File: config.mk
export PLATFORM = sky130hd
export DESIGN_NAME = irc_line_tokenizer
export DESIGN_NICKNAME = d
export VERILOG_FILES = /design/src/rtl/irc_tok_pkg.sv /design/src/rtl/irc_line_tokenizer.sv
export SDC_FILE = /design/constraint.sdc
export NUM_CORES = 1
export LEC_CHECK = 0
export BUFFER_PORTS_ARGS = -buffer_cell sky130_fd_sc_hd__buf_2
export CORE_ASPECT_RATIO = 1.5
export CORE_MARGIN = 8
export CORE_UTILIZATION = 56
export DETAILED_ROUTE_END_ITERATION = 8
export GPL_ROUTABILITY_DRIVEN = 0
export PLACE_DENSITY = 0.8
export SKIP_LAST_GASP = 1
export SLEW_MARGIN = 40
export SYNTH_ARGS = -nofsm -noshare
export SYNTH_HDL_FRONTEND = slang
export SYNTH_SLANG_ARGS = --single-unit
File: constraint.sdc
create_clock -name clk -period 2.2 [get_ports clk]
set_input_delay 0.33 -clock clk [delete_from_list [all_inputs] [get_ports clk]]
set_output_delay 0.33 -clock clk [all_outputs]
set_load 0.005 [all_outputs]
File: src/rtl/irc_tok_pkg.sv
// ----------------------------------------------------------------------------
// IRC line tokenizer package
// Phase and token kind codes, the result record and character helpers.
// ----------------------------------------------------------------------------
package irc_tok_pkg;

    localparam int DEFAULT_MAX_PARAMS = 16;

    localparam logic [3:0] PH_LINE_START = 4'd0;
    localparam logic [3:0] PH_NICK_START = 4'd1;
    localparam logic [3:0] PH_NICK       = 4'd2;
    localparam logic [3:0] PH_USER_START = 4'd3;
    localparam logic [3:0] PH_USER       = 4'd4;
    localparam logic [3:0] PH_HOST_START = 4'd5;
    localparam logic [3:0] PH_HOST       = 4'd6;
    localparam logic [3:0] PH_PRE_CMD    = 4'd7;
    localparam logic [3:0] PH_CMD        = 4'd8;
    localparam logic [3:0] PH_PRE_PARAM  = 4'd9;
    localparam logic [3:0] PH_PARAM      = 4'd10;
    localparam logic [3:0] PH_TRAILING   = 4'd11;

    localparam logic [3:0] K_SKIP     = 4'd0;
    localparam logic [3:0] K_NICK     = 4'd1;
    localparam logic [3:0] K_USER     = 4'd2;
    localparam logic [3:0] K_HOST     = 4'd3;
    localparam logic [3:0] K_CMD      = 4'd4;
    localparam logic [3:0] K_PARAM    = 4'd5;
    localparam logic [3:0] K_TRAIL    = 4'd6;
    localparam logic [3:0] K_DELIM    = 4'd7;
    localparam logic [3:0] K_LINE_END = 4'd8;

    localparam logic [7:0] CH_CR    = 8'h0D;
    localparam logic [7:0] CH_LF    = 8'h0A;
    localparam logic [7:0] CH_SPACE = 8'h20;
    localparam logic [7:0] CH_TAB   = 8'h09;
    localparam logic [7:0] CH_VT    = 8'h0B;
    localparam logic [7:0] CH_FF    = 8'h0C;
    localparam logic [7:0] CH_COLON = 8'h3A;
    localparam logic [7:0] CH_BANG  = 8'h21;
    localparam logic [7:0] CH_AT    = 8'h40;
    localparam logic [7:0] CH_LOW_A = 8'h61;
    localparam logic [7:0] CH_LOW_Z = 8'h7A;
    localparam logic [7:0] CASE_OFS = 8'h20;

    typedef struct packed {
        logic [3:0] kind;
        logic [7:0] data;
        logic [3:0] pnum;
        logic       begins;
        logic       done;
    } tok_result_t;

    function automatic logic is_ws(input logic [7:0] b);
        return (b == CH_SPACE) || (b == CH_TAB) || (b == CH_VT) || (b == CH_FF);
    endfunction

    function automatic logic [7:0] to_upper(input logic [7:0] b);
        return ((b >= CH_LOW_A) && (b <= CH_LOW_Z)) ? (b - CASE_OFS) : b;
    endfunction

endpackage

File: src/rtl/irc_line_tokenizer.sv
// ----------------------------------------------------------------------------
// IRC line tokenizer
// Classifies each received byte of an IRC message stream by its line role.
// ----------------------------------------------------------------------------
// Usage:
//   Input channel rx_valid / rx_stall / rx_byte carries one received byte per
//   transaction. Output channel tok_valid / tok_stall carries one result per
//   input byte: token_kind, out_byte, param_number, token_begins, line_done.
//   Results are registered: a byte accepted in one cycle shows its result
//   from the next. Throughput is one byte per cycle unless the receiver
//   stalls; phase, parameter and content registers update at each accepted
//   byte by short logic. The result register frees as it is taken, so a new
//   byte is accepted in the same cycle that the previous result leaves.
//   When the receiver stalls, the result holds and rx_stall rises until it
//   is taken.
//   Reset returns the parser to line start with parameter index zero and
//   empties the result register.
// ----------------------------------------------------------------------------
module irc_line_tokenizer
    import irc_tok_pkg::*;
#(
    parameter int MAX_PARAMS = DEFAULT_MAX_PARAMS
)
(
    input  logic       clk,
    input  logic       rst_n,
    input  logic       rx_valid,
    output logic       rx_stall,
    input  logic [7:0] rx_byte,
    output logic       tok_valid,
    input  logic       tok_stall,
    output logic [3:0] token_kind,
    output logic [7:0] out_byte,
    output logic [3:0] param_number,
    output logic       token_begins,
    output logic       line_done
);

    localparam int         CAP_INT   = (MAX_PARAMS - 1 > 15) ? 15 : MAX_PARAMS - 1;
    localparam logic [3:0] PARAM_CAP = 4'(CAP_INT);

    logic [3:0]  phase_reg, phase_next;
    logic [3:0]  param_reg, param_next;
    logic        content_reg, content_next;
    logic        valid_reg;
    tok_result_t result_reg, result_next;
    logic        accept;

    assign rx_stall = valid_reg && tok_stall;
    assign accept   = rx_valid && !rx_stall;

    always_comb
    begin
        phase_next   = phase_reg;
        param_next   = param_reg;
        content_next = 1'b1;
        result_next  = '{kind: K_SKIP, data: rx_byte, pnum: 4'd0,
                         begins: 1'b0, done: 1'b0};
        if ((rx_byte == CH_CR) || (rx_byte == CH_LF))
        begin
            result_next.kind = K_LINE_END;
            result_next.done = content_reg;
            phase_next       = PH_LINE_START;
            param_next       = 4'd0;
            content_next     = 1'b0;
        end
        else
        begin
            case (phase_reg)
                PH_LINE_START:
                begin
                    if (rx_byte == CH_COLON)
                    begin
                        result_next.kind = K_DELIM;
                        phase_next       = PH_NICK_START;
                    end
                    else if (is_ws(rx_byte))
                    begin
                        phase_next = PH_PRE_PARAM;
                    end
                    else
                    begin
                        result_next.kind   = K_CMD;
                        result_next.data   = to_upper(rx_byte);
                        result_next.begins = 1'b1;
                        phase_next         = PH_CMD;
                    end
                end
                PH_NICK_START, PH_NICK:
                begin
                    if (rx_byte == CH_BANG)
                    begin
                        result_next.kind = K_DELIM;
                        phase_next       = PH_USER_START;
                    end
                    else if (rx_byte == CH_SPACE)
                    begin
                        phase_next = PH_PRE_CMD;
                    end
                    else
                    begin
                        result_next.kind   = K_NICK;
                        result_next.begins = (phase_reg == PH_NICK_START);
                        phase_next         = PH_NICK;
                    end
                end
                PH_USER_START, PH_USER:
                begin
                    if (rx_byte == CH_AT)
                    begin
                        result_next.kind = K_DELIM;
                        phase_next       = PH_HOST_START;
                    end
                    else if (rx_byte == CH_SPACE)
                    begin
                        phase_next = PH_PRE_CMD;
                    end
                    else
                    begin
                        result_next.kind   = K_USER;
                        result_next.begins = (phase_reg == PH_USER_START);
                        phase_next         = PH_USER;
                    end
                end
                PH_HOST_START, PH_HOST:
                begin
                    if (is_ws(rx_byte))
                    begin
                        phase_next = PH_PRE_CMD;
                    end
                    else
                    begin
                        result_next.kind   = K_HOST;
                        result_next.begins = (phase_reg == PH_HOST_START);
                        phase_next         = PH_HOST;
                    end
                end
                PH_PRE_CMD, PH_CMD:
                begin
                    if (is_ws(rx_byte))
                    begin
                        phase_next = (phase_reg == PH_CMD) ? PH_PRE_PARAM : PH_PRE_CMD;
                    end
                    else
                    begin
                        result_next.kind   = K_CMD;
                        result_next.data   = to_upper(rx_byte);
                        result_next.begins = (phase_reg == PH_PRE_CMD);
                        phase_next         = PH_CMD;
                    end
                end
                PH_PRE_PARAM:
                begin
                    if (is_ws(rx_byte))
                    begin
                        phase_next = PH_PRE_PARAM;
                    end
                    else if (rx_byte == CH_COLON)
                    begin
                        result_next.kind   = K_DELIM;
                        result_next.pnum   = param_reg;
                        result_next.begins = 1'b1;
                        phase_next         = PH_TRAILING;
                    end
                    else
                    begin
                        result_next.kind   = K_PARAM;
                        result_next.pnum   = param_reg;
                        result_next.begins = 1'b1;
                        phase_next         = PH_PARAM;
                    end
                end
                PH_PARAM:
                begin
                    if (is_ws(rx_byte))
                    begin
                        if (param_reg < PARAM_CAP)
                        begin
                            param_next = param_reg + 4'd1;
                        end
                        phase_next = PH_PRE_PARAM;
                    end
                    else
                    begin
                        result_next.kind = K_PARAM;
                        result_next.pnum = param_reg;
                    end
                end
                default:
                begin
                    result_next.kind = K_TRAIL;
                    result_next.pnum = param_reg;
                    phase_next       = PH_TRAILING;
                end
            endcase
        end
    end

    always_ff @(posedge clk or negedge rst_n)
    begin
        if (!rst_n)
        begin
            phase_reg   <= PH_LINE_START;
            param_reg   <= 4'd0;
            content_reg <= 1'b0;
            valid_reg   <= 1'b0;
        end
        else
        begin
            if (accept)
            begin
                phase_reg   <= phase_next;
                param_reg   <= param_next;
                content_reg <= content_next;
                valid_reg   <= 1'b1;
            end
            else if (!tok_stall)
            begin
                valid_reg <= 1'b0;
            end
        end
    end

    always_ff @(posedge clk)
    begin
        if (accept)
        begin
            result_reg <= result_next;
        end
    end

    assign tok_valid    = valid_reg;
    assign token_kind   = result_reg.kind;
    assign out_byte     = result_reg.data;
    assign param_number = result_reg.pnum;
    assign token_begins = result_reg.begins;
    assign line_done    = result_reg.done;

    a_done_is_end: assert property (@(posedge clk) disable iff (!rst_n)
        tok_valid && line_done |-> token_kind == K_LINE_END)
        else $error("line_done set on a non-terminator result");

    a_pnum_kind: assert property (@(posedge clk) disable iff (!rst_n)
        tok_valid && (param_number != 4'd0) |->
            (token_kind == K_PARAM) || (token_kind == K_TRAIL) || (token_kind == K_DELIM))
        else $error("param_number set on a kind that carries none");

    a_param_cap: assert property (@(posedge clk) disable iff (!rst_n)
        param_reg <= PARAM_CAP)
        else $error("parameter index beyond its cap");

    a_accept_result: assert property (@(posedge clk) disable iff (!rst_n)
        rx_valid && !rx_stall |=> tok_valid)
        else $error("accepted byte produced no result");

    a_empty_line: assert property (@(posedge clk) disable iff (!rst_n)
        accept && ((rx_byte == CH_CR) || (rx_byte == CH_LF)) |=> content_reg == 1'b0)
        else $error("line content flag not cleared at terminator");

endmodule
==> summary.txt <==
CTS
  • Clk Latency, worst-skew pair: approximately 280 ps
  • Clock Sinks: 28
  • TritonCTS Buffers: 3
  • Setup Fix Bufs, Post-CTS: 0
  • Clk buf depth: 2
  • Root buffer cell: clkbuf_8
  • CTS tree: built
  • Worst-path clk slew: approximately 100 ps
  • H-tree levels: 1

Placed design
  • Port Buffers: 31
  • DP Area: 0.00206 mm²
  • Hpwl dp: 3.68 mm

Synthesis
  • YS warnings: 0
  • Post-Synth XOR/XNOR Area: 0.470%
  • Mux contribution to synthesized area: 1.61%
  • Sequential share of the synthesized area: between 40% and 50%
  • Compound-gate portion of the synthesized area: 24.6%
  • Largest family of logic cells by synthesized area: compound AO/OA/AOI/OAI gates
  • Post-synth net total: 211
  • Post-synth EDFFs: 18
  • Syn Area/Cell: around 9.5 µm²
  • Synth Instances: between 150 and 200
  • Post-synthesis adder-cell area fraction: 3.09%
  • Yosys cell types: 60
  • Syn Std Cell Area: between 0.0015 and 0.002 mm²
  • Post-synth ARST share: ~36%
  • Simple-gate share of the synthesized area: roughly a fifth
  • Yosys reg bits: 28
  • Synth Flop Type: edfxtp_1

STA
  • Setup Skew: approximately 1.7 ps
  • Achievable frequency: approximately 0.49 GHz
  • Setup Total Neg Slack: 0 ps
  • RSZ-0062 raised after global routing: no
  • Worst Tran Pin Value: between 500 and 600 ps
  • Fin Hold WS: between 200 and 250 ps
  • Period utilisation layout: a little over 90%
  • Final setup violation count: 0
  • Clock period minus worst slack: around 2000 ps
  • Final-report hold violation count: 0
  • Slew HR: between 60 and 70%
  • Max-slew violation count: 0

Finish
  • Max reg flops: 8
  • Storage cell area: approximately 800 µm²
  • Area Growth Syn to Fin: 15.5%
  • Commonest cells after routing, fill and taps aside: buf_2, edfxtp_1, nand2_1, nor2_1
  • Most common cell after layout, fill and taps aside: buf_2
  • Final nets: around 240
  • # fillers: about 240
  • Area of the multi-input gates: about 960 µm²
  • Layout cells sized above 1: between 20% and 30%
  • Antenna fix cells: 0
  • Fin area: 0.00215 mm²

GRT
  • Gr usage total: 17.9%
  • Routing usage on met1: 17.7%
  • Met2 usage: between 30% and 40%
  • First-pass GRT wire length: around 8 mm
  • Met3 usage: 3.61%
  • Largest net degree at the start of global routing: 20
  • Global route hottest layer: met2
  • Initial antenna violation count: 0
  • GRT Residual Overflow: 0
  • Vias in the first global route: about 1700

Pwr
  • Pwr dens: between 500 and 600 mW/mm²
  • Leakage: 0.877 nW
  • Worst VDD drop: between 0.6 and 0.7 mV
  • Total power draw: between 0.001 and 0.0015 W

Routing
  • Avg Vias per Cell: around 6.6
  • DR iter-0 viols: ~130
  • WL final: between 5 and 6 mm
  • # DRC: 0
  • DR vias: 1771
  • Avg WL per Cell: about 19 µm
  • Detailed Routing Iterations Pass 1: 5
  • Routed Antenna Nets: 0

Worst setup path
  • Max FO, Critical Path: 18
  • Crit path launch type: flop
  • CP Capture Type: flop
  • Critical path arrival: approximately 2300 ps
  • Crit path required time: between 2000 and 2500 ps
  • Crit Path Class: reg2reg

Floorplanning
  • Width of the die: 63.1 µm
  • Die height: 86.6 µm
  • I/O pin count: 32
  • Die area: around 0.0055 mm²
  • Core footprint: between 0.003 and 0.004 mm²
  • Cell row count: 25
  • Starting Density: 59.0%

Run
  • Max Cap Violations: 0

Min path
  • Worst hold path type: in2reg

Run status
  • Outcome: finished, final reports clean
## cell usage after synthesis (2+ instances only)
cell / n / area [µm²]
nand3_1: 4 / 20.0
buf_1: 2 / 7.51
o21ai_0: 11 / 55.1
mux2i_1: 3 / 30.0
nand2_1: 15 / 56.3
ha_1: 3 / 37.5
and2_1: 3 / 18.8
nor4_1: 5 / 31.3
o211ai_1: 5 / 37.5
nor2_1: 15 / 56.3
dfrtp_1: 10 / 250
buf_2: 6 / 30.0
nor2b_1: 5 / 31.3
a21o_1: 3 / 22.5
o22a_1: 2 / 17.5
maj3_1: 2 / 20.0
and3_1: 2 / 12.5
buf_6: 2 / 22.5
a31oi_1: 3 / 18.8
nand2b_1: 3 / 18.8
a221oi_1: 2 / 17.5
a32oi_1: 2 / 17.5
a21oi_1: 11 / 55.1
nor3b_1: 3 / 22.5
or4_1: 2 / 15.0
nor4_2: 2 / 25.0
inv_1: 10 / 37.5
o31ai_1: 4 / 30.0
edfxtp_1: 18 / 541
o22ai_1: 3 / 18.8
clkbuf_1: 3 / 11.3
a211oi_1: 3 / 22.5
o21a_1: 2 / 15.0
## stage by stage
step,worst slack [ps],instances,util (%)
after floorplan,450,196,-
after global placement,146,263,65.3
after detailed placement,129,263,65.3
after CTS,151,268,67.9
after global routing,24.4,268,68.1
final,162,268,68.1
## critical path, cell delays in order, from the launching register on
cell and delay, ps:
dfrtp_1 610, nand4bb_1 420, a31oi_2 300, o211ai_1 170, or3_1 330, mux2i_1 130
## layout make-up
| class | count | area share (%) |
|---|---|---|
| clock buffer | 3 | 1.92 |
| tap | 40 | 2.33 |
| clock inverter | 1 | 1.40 |
| multi-input combinational | 143 | 44.5 |
| timing repair buffer | 42 | 11.2 |
| sequential | 28 | 36.7 |
| inverter | 11 | 1.92 |
## path summary, 6_finish.rpt
| path | depth (start not counted) | from | endpoint | slack (ps) |
|---|---|---|---|---|
| worst min register to register | 1 | content_reg | content_reg | 500 |
| max in group asynchronous | 2 | rst_n | phase_reg[0] | 1600 |
| worst max register to register | 5 | phase_reg[2] | param_reg[3] | 160 |
| min in group asynchronous | 2 | rst_n | param_reg[3] | 410 |
| worst max-delay path | 5 | phase_reg[2] | param_reg[3] | 160 |
| worst min-delay path | 2 | rx_valid | tok_valid | 250 |
## where the power goes
part	leakage, nW	switching [W]	total [W]	internal (W)
logic	0.547	0.000115	0.000185	0.0000695
clock network	0.0357	0.000174	0.000418	0.000244
registers	0.294	0.0000236	0.000616	0.000593
## cells by family after synthesis
logic type,Yosys count
XOR/XNOR,1
AO/OA/AOI/OAI,65
flip-flops,28
adder cells (fa/ha/maj),5
AND/OR/NAND/NOR,69
buffers and inverters,25
multiplexers,3
## what timing repair did
| action | CTS | global route |
|---|---|---|
| setup endpoints to repair | 0 | 1 |
| gates resized for setup | 0 | 1 |
| hold buffers | 1 | 0 |
| hold endpoints to repair | 10 | 0 |
## layer usage
metal  up-vias  part of all wire [%]
li1        810                     -
met1       820                    36
met2       112                    51
met3        29                   7.6
met4         0                   4.6
met5         -                     0
No activity file was read; power rests on OpenSTA's default activity.
